### src/design/ppm_ascii_pixmap_parser_top_assert.svh
// Assertion macros for the ASCII pixmap parser block.
// Used by the parser core and the result queue; empty under synthesis.
`ifndef PPM_ASCII_PIXMAP_PARSER_TOP_ASSERT_SVH
`define PPM_ASCII_PIXMAP_PARSER_TOP_ASSERT_SVH
`ifndef SYNTHESIS
`define PPM_ASSERT(lbl, prop, msg) \
    lbl: assert property (@(posedge i_clk) disable iff (!i_rst_n) (prop)) else $error(msg);
`define PPM_ASSERT_ALWAYS(lbl, prop, msg) \
    lbl: assert property (@(posedge i_clk) (prop)) else $error(msg);
`else
`define PPM_ASSERT(lbl, prop, msg)
`define PPM_ASSERT_ALWAYS(lbl, prop, msg)
`endif
`endif

### src/design/ppm_pkg.sv
// Shared types and codes for the ASCII pixmap parser.
// No dependencies.
`timescale 1ns / 1ps
package ppm_pkg;

    localparam logic [2:0] PH_MAGIC_P = 3'd0;
    localparam logic [2:0] PH_MAGIC_3 = 3'd1;
    localparam logic [2:0] PH_PARSE   = 3'd2;
    localparam logic [2:0] PH_DONE    = 3'd3;
    localparam logic [2:0] PH_STOPPED = 3'd4;

    localparam logic [1:0] KIND_HEADER = 2'd0;
    localparam logic [1:0] KIND_PIXEL  = 2'd1;
    localparam logic [1:0] KIND_ERROR  = 2'd2;
    localparam logic [1:0] KIND_EOF    = 2'd3;

    localparam logic [1:0] ERR_MAGIC   = 2'd0;
    localparam logic [1:0] ERR_COMMENT = 2'd1;
    localparam logic [1:0] ERR_MAXVAL  = 2'd2;

    localparam logic [1:0] HDR_WIDTH   = 2'd0;
    localparam logic [1:0] HDR_HEIGHT  = 2'd1;
    localparam logic [1:0] HDR_MAXVAL  = 2'd2;
    localparam logic [1:0] HDR_SAMPLES = 2'd3;

    localparam logic [1:0] CH_RED   = 2'd0;
    localparam logic [1:0] CH_GREEN = 2'd1;
    localparam logic [1:0] CH_BLUE  = 2'd2;

    localparam logic [7:0] CHAR_P    = 8'h50;
    localparam logic [7:0] CHAR_3    = 8'h33;
    localparam logic [7:0] CHAR_HASH = 8'h23;
    localparam logic [7:0] CHAR_0    = 8'h30;
    localparam logic [7:0] CHAR_9    = 8'h39;
    localparam logic [7:0] CHAR_CR   = 8'h0D;
    localparam logic [7:0] CHAR_LF   = 8'h0A;

    localparam logic [15:0] ACC_MAX     = 16'hFFFF;
    localparam logic [15:0] MAXVAL_RST  = 16'd255;

    localparam int RES_DEPTH = 4;
    localparam int RES_AW    = 2;

    typedef struct packed {
        logic [1:0]  kind;
        logic [1:0]  err;
        logic [15:0] img_w;
        logic [15:0] img_h;
        logic [7:0]  red;
        logic [7:0]  green;
        logic [7:0]  blue;
        logic [15:0] col;
        logic [15:0] row;
        logic        complete;
    } t_result;

    typedef struct packed {
        logic    res0_vld;
        t_result res0;
        logic    res1_vld;
        t_result res1;
    } t_push;

endpackage

### src/design/ppm_parse.sv
// Parser core: header, comment and number state, one byte per transfer.
// Depends on ppm_pkg and the assertion macro header.
`timescale 1ns / 1ps
`include "ppm_ascii_pixmap_parser_top_assert.svh"
module ppm_core import ppm_pkg::*; #(
    parameter int DIM_BITS = 16
) (
    input  logic        i_clk,
    input  logic        i_rst_n,
    input  logic        i_accept,
    input  logic [7:0]  i_byte,
    input  logic        i_eof,
    input  logic        i_cfg_we,
    input  logic [15:0] i_cfg_data,
    output t_push       o_push
);

    localparam logic [31:0] DIM_MAX = 32'((64'd1 << DIM_BITS) - 64'd1);

    logic [2:0]          r_phase,    n_phase;
    logic                r_in_comment, n_in_comment;
    logic                r_dseen,    n_dseen;
    logic [15:0]         r_acc,      n_acc;
    logic [1:0]          r_hdr_idx,  n_hdr_idx;
    logic [1:0]          r_chan,     n_chan;
    logic [DIM_BITS-1:0] r_width,    n_width;
    logic [DIM_BITS-1:0] r_height,   n_height;
    logic [DIM_BITS-1:0] r_col,      n_col;
    logic [DIM_BITS-1:0] r_row,      n_row;
    logic [7:0]          r_held_red, n_held_red;
    logic [7:0]          r_held_grn, n_held_grn;
    logic [15:0]         r_req_max;

    logic                is_digit, is_nl;
    logic [19:0]         acc10;
    logic [15:0]         acc_sat;
    logic                fin;
    logic                fin_dseen;
    logic [15:0]         fin_v;
    logic [DIM_BITS-1:0] v_dim;
    logic [DIM_BITS-1:0] col_inc, row_inc;
    t_result             res0, res1;
    logic                res0_vld;

    assign is_digit = (i_byte >= CHAR_0) && (i_byte <= CHAR_9);
    assign is_nl    = (i_byte == CHAR_CR) || (i_byte == CHAR_LF);
    assign acc10    = {1'b0, r_acc, 3'b000} + {3'b000, r_acc, 1'b0}
                    + {12'd0, i_byte - CHAR_0};
    assign acc_sat  = (acc10[19:16] != 4'd0) ? ACC_MAX : acc10[15:0];
    assign v_dim    = ({16'd0, fin_v} > DIM_MAX) ? DIM_BITS'(DIM_MAX) : DIM_BITS'(fin_v);
    assign col_inc  = r_col + 1'b1;
    assign row_inc  = r_row + 1'b1;

    always_comb begin
        n_phase      = r_phase;
        n_in_comment = r_in_comment;
        n_dseen      = r_dseen;
        n_acc        = r_acc;
        n_hdr_idx    = r_hdr_idx;
        n_chan       = r_chan;
        n_width      = r_width;
        n_height     = r_height;
        n_col        = r_col;
        n_row        = r_row;
        n_held_red   = r_held_red;
        n_held_grn   = r_held_grn;
        fin          = 1'b0;
        fin_dseen    = r_dseen;
        fin_v        = r_acc;
        res0         = '0;
        res0_vld     = 1'b0;
        res1         = '0;

        case (r_phase)
            PH_MAGIC_P: begin
                if (i_byte != CHAR_P) begin
                    n_phase  = PH_STOPPED;
                    res0_vld = 1'b1;
                    res0.kind = KIND_ERROR;
                    res0.err  = ERR_MAGIC;
                end else begin
                    n_phase = PH_MAGIC_3;
                end
            end
            PH_MAGIC_3: begin
                if (i_byte != CHAR_3) begin
                    n_phase  = PH_STOPPED;
                    res0_vld = 1'b1;
                    res0.kind = KIND_ERROR;
                    res0.err  = ERR_MAGIC;
                end else begin
                    n_phase = PH_PARSE;
                end
            end
            PH_PARSE: begin
                if (r_in_comment) begin
                    if (is_nl) begin
                        n_in_comment = 1'b0;
                        fin          = 1'b1;
                    end else if (i_eof) begin
                        res0_vld  = 1'b1;
                        res0.kind = KIND_ERROR;
                        res0.err  = ERR_COMMENT;
                    end
                end else if (i_byte == CHAR_HASH) begin
                    n_in_comment = 1'b1;
                    if (i_eof) begin
                        res0_vld  = 1'b1;
                        res0.kind = KIND_ERROR;
                        res0.err  = ERR_COMMENT;
                    end
                end else if (is_digit) begin
                    n_acc     = acc_sat;
                    n_dseen   = 1'b1;
                    fin       = i_eof;
                    fin_dseen = 1'b1;
                    fin_v     = acc_sat;
                end else begin
                    fin = 1'b1;
                end
            end
            default: begin
            end
        endcase

        // close a pending number
        if (fin && fin_dseen) begin
            n_dseen = 1'b0;
            n_acc   = '0;
            case (r_hdr_idx)
                HDR_WIDTH: begin
                    n_width   = v_dim;
                    n_hdr_idx = HDR_HEIGHT;
                end
                HDR_HEIGHT: begin
                    n_height  = v_dim;
                    n_hdr_idx = HDR_MAXVAL;
                end
                HDR_MAXVAL: begin
                    res0_vld = 1'b1;
                    if (fin_v != r_req_max) begin
                        n_phase   = PH_STOPPED;
                        res0.kind = KIND_ERROR;
                        res0.err  = ERR_MAXVAL;
                    end else begin
                        n_hdr_idx = HDR_SAMPLES;
                        res0.kind = KIND_HEADER;
                    end
                end
                default: begin
                    case (r_chan)
                        CH_RED: begin
                            n_held_red = fin_v[7:0];
                            n_chan     = CH_GREEN;
                        end
                        CH_GREEN: begin
                            n_held_grn = fin_v[7:0];
                            n_chan     = CH_BLUE;
                        end
                        default: begin
                            n_chan = CH_RED;
                            n_col  = col_inc;
                            if (col_inc >= r_width) begin
                                n_col = '0;
                                n_row = row_inc;
                                if (row_inc >= r_height) begin
                                    n_phase = PH_DONE;
                                end
                            end
                            res0_vld   = 1'b1;
                            res0.kind  = KIND_PIXEL;
                            res0.red   = r_held_red;
                            res0.green = r_held_grn;
                            res0.blue  = fin_v[7:0];
                            res0.col   = 16'(r_col);
                            res0.row   = 16'(r_row);
                        end
                    endcase
                end
            endcase
        end

        res0.img_w    = 16'(n_width);
        res0.img_h    = 16'(n_height);
        res0.complete = (n_phase == PH_DONE);
        res1.kind     = KIND_EOF;
        res1.img_w    = 16'(n_width);
        res1.img_h    = 16'(n_height);
        res1.complete = (n_phase == PH_DONE);

        if (i_eof) begin
            n_phase      = PH_MAGIC_P;
            n_in_comment = 1'b0;
            n_dseen      = 1'b0;
            n_acc        = '0;
            n_hdr_idx    = HDR_WIDTH;
            n_chan       = CH_RED;
            n_width      = '0;
            n_height     = '0;
            n_col        = '0;
            n_row        = '0;
            n_held_red   = '0;
            n_held_grn   = '0;
        end
    end

    always_ff @(posedge i_clk) begin
        if (!i_rst_n) begin
            r_phase      <= PH_MAGIC_P;
            r_in_comment <= 1'b0;
            r_dseen      <= 1'b0;
            r_acc        <= '0;
            r_hdr_idx    <= HDR_WIDTH;
            r_chan       <= CH_RED;
            r_width      <= '0;
            r_height     <= '0;
            r_col        <= '0;
            r_row        <= '0;
            r_held_red   <= '0;
            r_held_grn   <= '0;
            r_req_max    <= MAXVAL_RST;
        end else begin
            if (i_cfg_we) begin
                r_req_max <= i_cfg_data;
            end
            if (i_accept) begin
                r_phase      <= n_phase;
                r_in_comment <= n_in_comment;
                r_dseen      <= n_dseen;
                r_acc        <= n_acc;
                r_hdr_idx    <= n_hdr_idx;
                r_chan       <= n_chan;
                r_width      <= n_width;
                r_height     <= n_height;
                r_col        <= n_col;
                r_row        <= n_row;
                r_held_red   <= n_held_red;
                r_held_grn   <= n_held_grn;
            end
        end
    end

    assign o_push.res0_vld = i_accept && res0_vld;
    assign o_push.res0     = res0;
    assign o_push.res1_vld = i_accept && i_eof;
    assign o_push.res1     = res1;

    `PPM_ASSERT(a_eof_clears,
        i_accept && i_eof |=> r_phase == PH_MAGIC_P && !r_in_comment && !r_dseen,
        "state not cleared after end of file")
    `PPM_ASSERT(a_acc_idle, !r_dseen |-> r_acc == 16'd0,
        "accumulator nonzero without digits")
    `PPM_ASSERT(a_chan_hdr, r_hdr_idx != HDR_SAMPLES |-> r_chan == CH_RED,
        "channel advanced during header")
    `PPM_ASSERT(a_res1_eof, o_push.res1_vld |-> i_eof && o_push.res1.kind == KIND_EOF,
        "second result without end of file")

endmodule

### src/design/ppm_res_fifo.sv
// Result queue: takes up to two results per cycle, hands out one per transfer.
// Depends on ppm_pkg and the assertion macro header.
`timescale 1ns / 1ps
`include "ppm_ascii_pixmap_parser_top_assert.svh"
module ppm_res_fifo import ppm_pkg::*; (
    input  logic    i_clk,
    input  logic    i_rst_n,
    input  t_push   i_push,
    output logic    o_room,
    output logic    o_valid,
    output t_result o_data,
    input  logic    i_pop
);

    t_result           r_mem [RES_DEPTH];
    logic [RES_AW-1:0] r_wp, r_rp;
    logic [RES_AW:0]   r_cnt;
    logic [1:0]        push_n;
    logic              pop;
    t_result           first;

    assign push_n  = {1'b0, i_push.res0_vld} + {1'b0, i_push.res1_vld};
    assign first   = i_push.res0_vld ? i_push.res0 : i_push.res1;
    assign pop     = (r_cnt != '0) && i_pop;
    assign o_valid = (r_cnt != '0);
    assign o_data  = r_mem[r_rp];
    assign o_room  = r_cnt <= (RES_AW + 1)'(RES_DEPTH - 2);

    always_ff @(posedge i_clk) begin
        if (push_n != 2'd0) begin
            r_mem[r_wp] <= first;
        end
        if (push_n == 2'd2) begin
            r_mem[r_wp + 1'b1] <= i_push.res1;
        end
    end

    always_ff @(posedge i_clk) begin
        if (!i_rst_n) begin
            r_wp  <= '0;
            r_rp  <= '0;
            r_cnt <= '0;
        end else begin
            r_wp  <= r_wp + RES_AW'(push_n);
            r_rp  <= r_rp + RES_AW'(pop);
            r_cnt <= r_cnt + (RES_AW + 1)'(push_n) - (RES_AW + 1)'(pop);
        end
    end

    `PPM_ASSERT(a_cnt_bound, r_cnt <= (RES_AW + 1)'(RES_DEPTH), "queue count beyond depth")
    `PPM_ASSERT(a_no_ovf, push_n != 2'd0 |-> o_room, "push into full queue")
    `PPM_ASSERT(a_ptr_match, r_cnt[RES_AW-1:0] == RES_AW'(r_wp - r_rp), "pointers disagree with count")

endmodule

### src/design/ppm_ascii_pixmap_parser_top.sv
// Results are written to the result queue on the byte transfer and offered on the master side from it.
// Throughput: one byte per cycle while ready is high; the final byte makes an extra end result,
// drained through a four-entry result queue (ready drops while it holds three or more).
// Reset: synchronous active low; clears parser state and queue, max value back to 255.
// Top level of the ASCII pixmap parser; depends on ppm_pkg, ppm_core, ppm_res_fifo.
`timescale 1ns / 1ps
module ppm_ascii_pixmap_parser_top import ppm_pkg::*; #(
    parameter int DIM_BITS = 16
) (
    input  logic        i_clk,
    input  logic        i_rst_n,
    input  logic        s_axis_tvalid,
    output logic        s_axis_tready,
    input  logic [7:0]  s_axis_tdata,   // file_byte[7:0]
    input  logic        s_axis_tlast,
    output logic        m_axis_tvalid,
    input  logic        m_axis_tready,
    // error_code[1:0], image_width[17:2], image_height[33:18], red[41:34],
    // green[49:42], blue[57:50], column[73:58], row[89:74], image_complete[90]
    output logic [95:0] m_axis_tdata,
    output logic [1:0]  m_axis_tuser,   // kind[1:0]
    input  logic        i_cfg_valid,
    output logic        o_cfg_ready,
    input  logic [15:0] i_cfg_data
);

    logic    accept;
    t_push   push;
    t_result res;

    assign accept      = s_axis_tvalid && s_axis_tready;
    assign o_cfg_ready = 1'b1;

    ppm_core #(
        .DIM_BITS (DIM_BITS)
    ) u_parse (
        .i_clk      (i_clk),
        .i_rst_n    (i_rst_n),
        .i_accept   (accept),
        .i_byte     (s_axis_tdata),
        .i_eof      (s_axis_tlast),
        .i_cfg_we   (i_cfg_valid),
        .i_cfg_data (i_cfg_data),
        .o_push     (push)
    );

    ppm_res_fifo u_fifo (
        .i_clk   (i_clk),
        .i_rst_n (i_rst_n),
        .i_push  (push),
        .o_room  (s_axis_tready),
        .o_valid (m_axis_tvalid),
        .o_data  (res),
        .i_pop   (m_axis_tready)
    );

    assign m_axis_tuser = res.kind;
    assign m_axis_tdata = {5'd0, res.complete, res.row, res.col, res.blue, res.green,
                           res.red, res.img_h, res.img_w, res.err};

endmodule
### config.mk
export PLATFORM = sky130hd
export DESIGN_NAME = ppm_ascii_pixmap_parser_top
export DESIGN_NICKNAME = d
export VERILOG_FILES = /design/src/design/ppm_pkg.sv /design/src/design/ppm_parse.sv /design/src/design/ppm_res_fifo.sv /design/src/design/ppm_ascii_pixmap_parser_top.sv
export VERILOG_INCLUDE_DIRS = /design/src /design/src/design
export SDC_FILE = /design/constraint.sdc
export NUM_CORES = 1
export LEC_CHECK = 0
export BUFFER_PORTS_ARGS = -buffer_cell sky130_fd_sc_hd__buf_4
export CORE_AREA = 2 2 217 219
export CTS_CLUSTER_DIAMETER = 120
export DETAILED_ROUTE_END_ITERATION = 7
export DIE_AREA = 0 0 219 221
export PLACE_DENSITY = 0.67
export SYNTH_ARGS = -nofsm -noshare
export SYNTH_HDL_FRONTEND = slang
export SYNTH_SLANG_ARGS = --single-unit
### constraint.sdc
create_clock -name i_clk -period 16.1 [get_ports i_clk]
set_input_delay 3.22 -clock i_clk [delete_from_list [all_inputs] [get_ports i_clk]]
set_output_delay 3.22 -clock i_clk [all_outputs]
set_load 0.005 [all_outputs]
-- Yosys cells after proc, flatten, opt, wreduce, memory -nomap -nowiden
Memory sizes are Yosys's and may differ from the RTL's. A register that Yosys moved wholly into a read port is not among the register bits.
Index checks and enable logic that the tools add are counted.
- flip-flop bits (word level): 128
- memory bits (writable): 372
- input bits: 30
- output and inout port bits: 101
- word-level logic and storage cells: 175
- memories: 1
- memories (memory ; depth ; width ; read ports ; clocked after memory_dff ; wr ports ; line ; source):
    u_fifo.r_mem ; 4 ; 93 ; 1 ; 1 ; 2 ; ppm_res_fifo.sv:15 ; t_result r_mem [RES_DEPTH];
- add/sub/neg operators: 11
- order comparisons: 5
- eq/ne operators: 16
- multiplexer cells: 97
- reduce and logical (&&, ||, !) cells: 29
- operator list (operator ; count):
    $mux 16 ; 23
    $mux 56 ; 3
    $mux 93 ; 1
    $mux 8 ; 8
    $add 16x1->16 const B ; 2
    $ge 16x16->1 ; 2
    $mux 1 ; 28
    $mux 4 ; 7
    $mux 3 ; 8
    $mux 2 ; 11
    $add 19x17->20 ; 1
    $add 20x8->20 ; 1
    $eq 8x4->1 const B ; 2
    $ne 16x16->1 ; 1
    $reduce_and 4->1 ; 4
    $pmux 3 s2 ; 2
    $pmux 4 s3 ; 1
    $reduce_bool 2->1 ; 6
    $eq 8x6->1 const B ; 1
    $ge 8x6->1 const B ; 1
    $le 8x6->1 const B ; 1
    $ne 8x6->1 const B ; 1
    $ne 8x7->1 const B ; 1
    $pmux 2 s2 ; 2
    28 further kinds ; 40

-- Depth between registers and ports, before layout
Gate-level depths: netlist of run 1.
- depth after elaboration: 14
- mapped depth: 19

-- Cells and area by module
Synthesis of run 1 repeated with hierarchy kept, for this count alone.
- cell total of the unflattened synthesis: 2133
- area, all modules: 27631.5 um^2
- modules (own cells, without submodules) (module ; instances ; cells an instance ; area an instance (um^2) ; sequential area each (um^2)):
    ppm_res_fifo ; 1 ; 950 ; 18367.6 ; 11310.8
    ppm_core ; 1 ; 1174 ; 9205.1 ; 2422.3
    ppm_ascii_pixmap_parser_top ; 1 ; 9 ; 58.8 ; 0.0

-- Worst setup path after synthesis of run 1
OpenSTA, ideal clock, no wires.
- kind: input -> register
- from: input s_axis_tdata[4]
- to: memory u_fifo.r_mem[0][92] in the netlist's numbering
- library setup time: 0.120 ns
- arrival time: 7.407 ns
- path slack: 8.573 ns
- cell stages on the path: 16
- path buffers: 1
- path through: ha_1 > xnor2_1 > fa_1 > ha_1 > nand3_1 > o211ai_1 > nand4_1 > and4_1 > o32ai_1 > o32a_1 > clkbuf_1 > xor2_1 > nor4_1 > nand3_1 > or4_4 > o221a_1
- RTL lines (item ; line ; source):
    from (decl) ; ppm_ascii_pixmap_parser_top.sv:14 ; input logic [7:0] s_axis_tdata,
    to (decl) ; ppm_res_fifo.sv:15 ;

==> results.sh, run 1 <==
export IMPL_run_status="completed"
export IMPL_clockRootBuffer="clkbuf_16"
export IMPL_max_freq_mhz=125
export IMPL_post_cts_resized=0
export IMPL_cts_made_buffers=52
export IMPL_core_area_um2=46100
export IMPL_min_path_type="reg -> reg"
export IMPL_synth_area_um2=22900
export IMPL_max_slew_margin_rel_pct=19.8
export IMPL_grt_pass1_wl_mm=97.5
export IMPL_routabilityCongestion=0.875
export IMPL_cts_tree="built"
export IMPL_grt_max_degree=81
export IMPL_fin_skew_ns=0.0226
export IMPL_period_minus_slack_ns=7.97
export IMPL_synth_area_per_cell_um2=11.2
export IMPL_slew_viol_final=0
export IMPL_dp_slack_ns=7.61
export IMPL_area_growth_syn_to_layout_pct=14.0
export IMPL_dpl_hpwl_mm=39.8
export IMPL_io_pins=131
export IMPL_synth_edf_count=132
export IMPL_multi_input_area_um2=10700
export IMPL_n_antenna_cell=0
export IMPL_worst_pin_slew_ns=1.20
export IMPL_vias_per_cell=6.15
export IMPL_htreeDepth=2
export IMPL_n_fill_cell=3888
export IMPL_synth_seq_area_share_pct=49.6
export IMPL_synth_ff_type="dfxtp_1"
export IMPL_start_util_pct=49.6
export IMPL_path_max_fanout=15
export IMPL_period_share_pct=49.5
export IMPL_die_h_um=221
export IMPL_final_seq_area_um2=11300
export IMPL_wl_per_cell_um=23.2
export IMPL_yosys_warnings=0
export IMPL_p_leak_nw=10.2
export IMPL_postCtsSetupRepairBufs=0
export IMPL_synth_async_reset_ratio_pct=0
export IMPL_critPathMaxStageDelay_ns=0.94
export IMPL_grt_usage_pct=25.9
export IMPL_slowest_stage="o2bb2ai_1"
export IMPL_wl_mm=63.1
export IMPL_grt_overflow=0
export IMPL_finalNetCount=2183
export IMPL_cts_sinks=500
export IMPL_max_cap_violations=0
export IMPL_rsz0062_at_grt="false"
export IMPL_antenna_found_initial=0
export IMPL_critPathArrivalTime_ns=8.46
export IMPL_clk_path_buf_depth=3
export IMPL_hold_ws_ns=0.470
export IMPL_synth_cells=2037
export IMPL_rows=79
export IMPL_numPortBuffers=124
export IMPL_cp_start_kind="input pin"
export IMPL_ir_drop_mv=0.117
export IMPL_setup_viol=0
export IMPL_path_clk_slew_ns=0.06
export IMPL_vias=16733
export IMPL_cp_cell_sequence="buf_4 > ha_1 > xnor2_1 > fa_1 > ha_1 > nand3_1 > o211ai_1 > a311o_1 > nand2_1 > o2bb2ai_1 > o32a_1 > xor2_1 > nor4_1 > nand3_1 > or4_4 > o221a_1"
export IMPL_drcViolationCount=0
export IMPL_hold_buffers=0
export IMPL_drtIter0Drc=1653
export IMPL_drive_gt1_share_pct=16.8
export IMPL_first_pass_iters=5
export IMPL_hold_viol=0
export IMPL_first_global_vias=16613
export IMPL_ys_ff_latch=500
export IMPL_clk_latency_ns=0.62
export IMPL_fin_tns_setup_ns=0
export IMPL_critical_path_endpoint_type="flip-flop"
export IMPL_ant_nets=0
export IMPL_required_ns=16.59
export IMPL_dieArea_um2=48400
export IMPL_yosysUniqueCellTypes=74
export IMPL_crit_type="in -> reg"
export IMPL_power_density_nw_per_um2=131
export IMPL_setup_slack_ns=8.13
export IMPL_die_width_um=219
[synth_stat cells (all sizes together), types with 36 or more instances]
library cell / number / area [um2]
dfxtp: 368 / 7370
a22o: 233 / 2040
nor2: 195 / 732
clkbuf: 138 / 518
edfxtp: 132 / 3960
mux4: 93 / 2090
inv: 77 / 289
ha: 76 / 951
nand2: 71 / 267
a21oi: 49 / 245
and2: 48 / 300
nor2b: 44 / 275
mux2i: 43 / 430
o22ai: 39 / 244
buf: 36 / 163
[power by group]
part	internal, W	switching, W
Clock	0.000792	0.000515
Combinational	0.000232	0.000403
Sequential	0.00140	0.0000649
[logic make-up after synthesis]
logic type,after synthesis,synth area share (%)
AO/OA/AOI/OAI,513,17.5
XOR/XNOR,46,1.76
flip-flops,500,49.6
other,2,0.0328
AND/OR/NAND/NOR,498,10.7
multiplexers,144,11.4
adder cells (fa/ha/maj),83,4.77
buffers and inverters,251,4.24
[per-layer routing]
metal | up-vias | part of all wire [%] | GRT usage, % | wire, um
met1 | 8421 | 43 | 36.3 | 27300
li1 | 7659 | - | - | -
met4 | 0 | 2.4 | 7.21 | 1500
met3 | 86 | 6.0 | 3.23 | 3800
met2 | 567 | 48 | 42.1 | 30500
met5 | - | 0 | 0 | 0
[stage by stage]
step                utilization [%]  cell area [um2]  std cells  total power, W
CTS                            56.6            26100       2721         0.00344
global placement               52.5            24200       2623         0.00213
global route                   56.6            26100       2721         0.00353
floorplan                         -            22900       2041         0.00186
finish                         56.6            26100       2721         0.00341
detailed placement             52.5            24200       2623         0.00214
[path summary, 6_finish.rpt]
path	start	to	slack (ns)	cells past startpoint
setup / recovery	s_axis_tdata[4]	u_fifo.r_mem[2][92]	8.13	16
hold / removal	u_fifo.r_mem[2][20]	u_fifo.r_mem[2][20]	0.47	1
setup reg to reg	u_parse.r_acc[0]	u_fifo.r_mem[2][92]	10.71	15
hold reg to reg	u_fifo.r_mem[2][20]	u_fifo.r_mem[2][20]	0.47	1
[state kept, by name, indices dropped and copies added, names as in the netlist, 3 cells and up]
register / flops
u_fifo.r_cnt: 3
u_fifo.r_mem: 372
u_parse.r_acc: 16
u_parse.r_col: 16
u_parse.r_height: 16
u_parse.r_held_grn: 8
u_parse.r_held_red: 8
u_parse.r_phase: 3
u_parse.r_req_max: 16
u_parse.r_row: 16
u_parse.r_width: 16
[placed cells by master, fill, tap and decap left out, drive strengths merged, types with 49 or more instances in the layout]
cell type	instances
a21oi	49
a22o	233
buf	149
clkbuf	78
dfxtp	368
edfxtp	132
ha	76
inv	77
mux4	93
nand2	71
nor2	195
[critical path, delay by kind of cell]
family,cells,cell delay [ns]
buffers and inverters,1,0.13
AND/OR/NAND/NOR,5,1.27
XOR/XNOR,2,0.34
AO/OA/AOI/OAI,5,2.39
adder cells (fa/ha/maj),3,1.08
[final cells by class]
cell class	count	area share, %
Sequential cell	500	43.5
Multi-Input combinational cell	1290	40.9
Clock buffer	78	5.90
Timing Repair Buffer	149	4.29
Tap cell	607	2.92
Clock inverter	20	1.32
Inverter	77	1.11
Power figures use the tool's default switching activity.
==> run 2, diff against run 1 <==
- ABC_AREA: not set -> 1
- CORE_AREA: 2 2 217 219 -> 2 2 220 222
- DIE_AREA: 0 0 219 221 -> 0 0 222 224
- PLACE_DENSITY: 0.67 -> 0.7
- clock period: 16.1 -> 7.05 ns (I/O delays scaled with it)
==> results.sh, run 2 <==
export IMPL_period_minus_slack_ns=4.77
export IMPL_htreeDepth=2
export IMPL_synth_cells=3056
export IMPL_first_global_vias=19999
export IMPL_slew_viol_final=0
export IMPL_synth_area_um2=23500
export IMPL_first_pass_iters=6
export IMPL_core_area_um2=47300
export IMPL_min_path_type="reg -> reg"
export IMPL_setup_viol=0
export IMPL_period_share_pct=67.7
export IMPL_max_cap_violations=0
export IMPL_post_cts_resized=0
export IMPL_grt_pass1_wl_mm=106
export IMPL_drtIter0Drc=1797
export IMPL_hold_viol=0
export IMPL_antenna_found_initial=1
export IMPL_synth_area_top_cells="dfxtp_1, edfxtp_1, nand2_1, o21ai_0, nor2_1"
export IMPL_power_density_nw_per_um2=312
export IMPL_grt_usage_pct=26.4
export IMPL_run_status="completed"
export IMPL_rsz0062_at_grt="false"
export IMPL_critPathArrivalTime_ns=5.22
export IMPL_final_common_cell="nand2_1"
export IMPL_start_util_pct=49.6
export IMPL_synth_xor_area_share_pct=1.27
export IMPL_crit_path_end="u_fifo.r_mem[3][0]"
export IMPL_worstRegToRegCells=19
export IMPL_wl_mm=66.8
export IMPL_synth_async_reset_ratio_pct=0
export IMPL_path_clk_slew_ns=0.06
export IMPL_synth_simple_area_share_pct=22.2
export IMPL_required_ns=7.50
export IMPL_synthMuxAreaShare_pct=0
export IMPL_io_pins=131
export IMPL_power_w=0.00825
export IMPL_max_slew_margin_rel_pct=25.0
export IMPL_clk_path_buf_depth=3
export IMPL_drcViolationCount=0
export IMPL_worst_pin_slew_ns=1.13
export IMPL_cp_start_kind="input pin"
export IMPL_dieArea_um2=49700
export IMPL_die_h_um=224
export IMPL_max_freq_mhz=210
export IMPL_die_width_um=222
export IMPL_n_antenna_cell=0
export IMPL_ant_nets=0
export IMPL_synth_edf_count=132
export IMPL_stdcell_count=3743
export IMPL_synth_area_per_cell_um2=7.69
export IMPL_yosys_area_top_type="dfxtp_1"
export IMPL_crit_type="in -> reg"
export IMPL_ys_ff_latch=500
export IMPL_rr_startpoint="u_parse.r_col[0]"
export IMPL_synthAdderAreaFrac_pct=4.64
export IMPL_p_leak_nw=10.2
export IMPL_post_place_cells=3645
export IMPL_synth_ff_type="dfxtp_1"
export IMPL_clk_latency_ns=0.60
export IMPL_synth_common_cells="nand2_1, nor2_1, o21ai_0"
export IMPL_drive_gt1_share_pct=10.3
export IMPL_grt_overflow=0
export IMPL_r2r_slack_ns=2.59
export IMPL_cts_made_buffers=52
export IMPL_r2r_end="u_parse.r_col[14]"
export IMPL_ir_drop_mv=0.211
export IMPL_setup_worst_path_start="s_axis_tdata[4]"
export IMPL_numPortBuffers=124
export IMPL_cts_sinks=500
export IMPL_critical_path_endpoint_type="flip-flop"
export IMPL_vias_per_cell=5.57
export IMPL_clockRootBuffer="clkbuf_16"
export IMPL_routabilityCongestion=0.914
export IMPL_whs_path_depth=2
export IMPL_finalNetCount=3197
export IMPL_fin_tns_setup_ns=0
export IMPL_dpl_hpwl_mm=42.2
export IMPL_fin_skew_ns=0.0173
export IMPL_area_growth_syn_to_layout_pct=12.4
export IMPL_yosysUniqueCellTypes=51
export IMPL_largest_register="u_fifo.r_mem"
export IMPL_synth_seq_area_share_pct=48.2
export IMPL_postCtsSetupRepairBufs=0
export IMPL_cts_tree="built"
export IMPL_yosys_warnings=0
export IMPL_path_max_fanout=15
export IMPL_wl_per_cell_um=17.8
export IMPL_vias=20862
export IMPL_synth_top_area_share_pct=31.4
export IMPL_synth_top_family_by_area="simple AND/OR/NAND/NOR gates"
export IMPL_yosysMostFrequentCell="nand2_1"
export IMPL_mostFrequentLayoutCells="nand2_1, nor2_1, o21ai_0"
export IMPL_hold_buffers=0
export IMPL_largest_register_ffs=372
export IMPL_fin_util_pct=55.8
export IMPL_synth_compound_area_share_pct=16.7
export IMPL_grt_max_degree=147
export IMPL_rows=80
## run 2: cell types whose count changed in the layout (fill, tap and decap cells not counted), moves of 46 or more
cell	before	now
and2_1	48	2
mux4_2	93	0
o21ai_1	4	59
nor2_1	191	417
a22o_1	233	0
o22ai_1	39	95
nand2_1	69	711
o21ai_0	24	413
a21oi_1	48	133
inv_1	77	217
## run 2: logic make-up (layout without fill, tap and decap cells)
family | count (synthesis) | count (layout)
AOI/OAI and AO/OA | 735 | 735
buffers and inverters | 419 | 487
adders and majority gates | 83 | 83
DFF | 500 | 500
and+or+nand+nor | 1283 | 1283
other | 2 | 6
xor gates and xnor gates | 34 | 34
## run 2: layout make-up
class	instances	area [um2]
timing repair buffer	145	1140
tap	615	769
sequential	500	11300
clock buffer	77	1520
clock inverter	21	168
fill	4359	20900
inverter	244	921
multi-input combinational	2141	10500
## run 2: worst max-delay path, cell delays in order
cell,delay [ns]
buf_4,0.13
ha_1,0.21
xnor2_1,0.17
fa_1,0.44
ha_1,0.35
nand2_1,0.13
inv_1,0.05
nand2_1,0.06
nand2_1,0.06
nand2_1,0.07
nand3_1,0.16
a21oi_1,0.21
nand2_2,0.09
nor2_4,0.42
nand2_1,0.18
nand3b_1,0.12
nand2_1,0.06
nor2_1,0.11
nand2_1,0.09
nor2_2,0.13
nand2_2,0.10
nand2_4,0.10
nand2_4,0.05
nand2_4,0.08
nand4_4,0.12
nor2_2,0.13
## run 2: per-stage QoR
stage                     hold slack (ns)  setup slack (ns)  instance area [um2]
after floorplan                     0.421              1.83                23500
after global placement              0.433              1.82                24700
after detailed placement            0.440              1.74                24700
after CTS                           0.454              2.35                26400
after global routing                0.468              1.89                26400
final                               0.452              2.28                26400
## run 2: worst min-delay path by stage
| stage | startpoint | to | slack, ns |
|---|---|---|---|
| floorplan | u_fifo.r_mem[1][90] | u_fifo.r_mem[1][90] | 0.42 |
| global route | u_fifo.r_mem[1][1] | u_fifo.r_mem[1][1] | 0.47 |
| finish | u_fifo.r_mem[1][37] | u_fifo.r_mem[1][37] | 0.45 |
| detailed placement | u_fifo.r_mem[1][45] | u_fifo.r_mem[1][45] | 0.44 |
| CTS | u_fifo.r_mem[3][90] | u_fifo.r_mem[3][90] | 0.45 |
| global placement | u_fifo.r_mem[2][37] | u_fifo.r_mem[2][37] | 0.43 |
## run 2: report_power, final
group	switching [W]	internal, W	leakage [nW]
registers	0.0000918	0.00321	4.07
clock network	0.00114	0.00157	0.836
logic	0.00150	0.000739	5.26
## run 2: routing by layer
metal	vias to the layer above	global-route usage, %	routed length, um
met5	-	0	15
li1	10116	-	-
met4	2	10.0	2060
met2	679	46.2	32500
met3	121	3.34	3900
met1	9944	33.4	28300
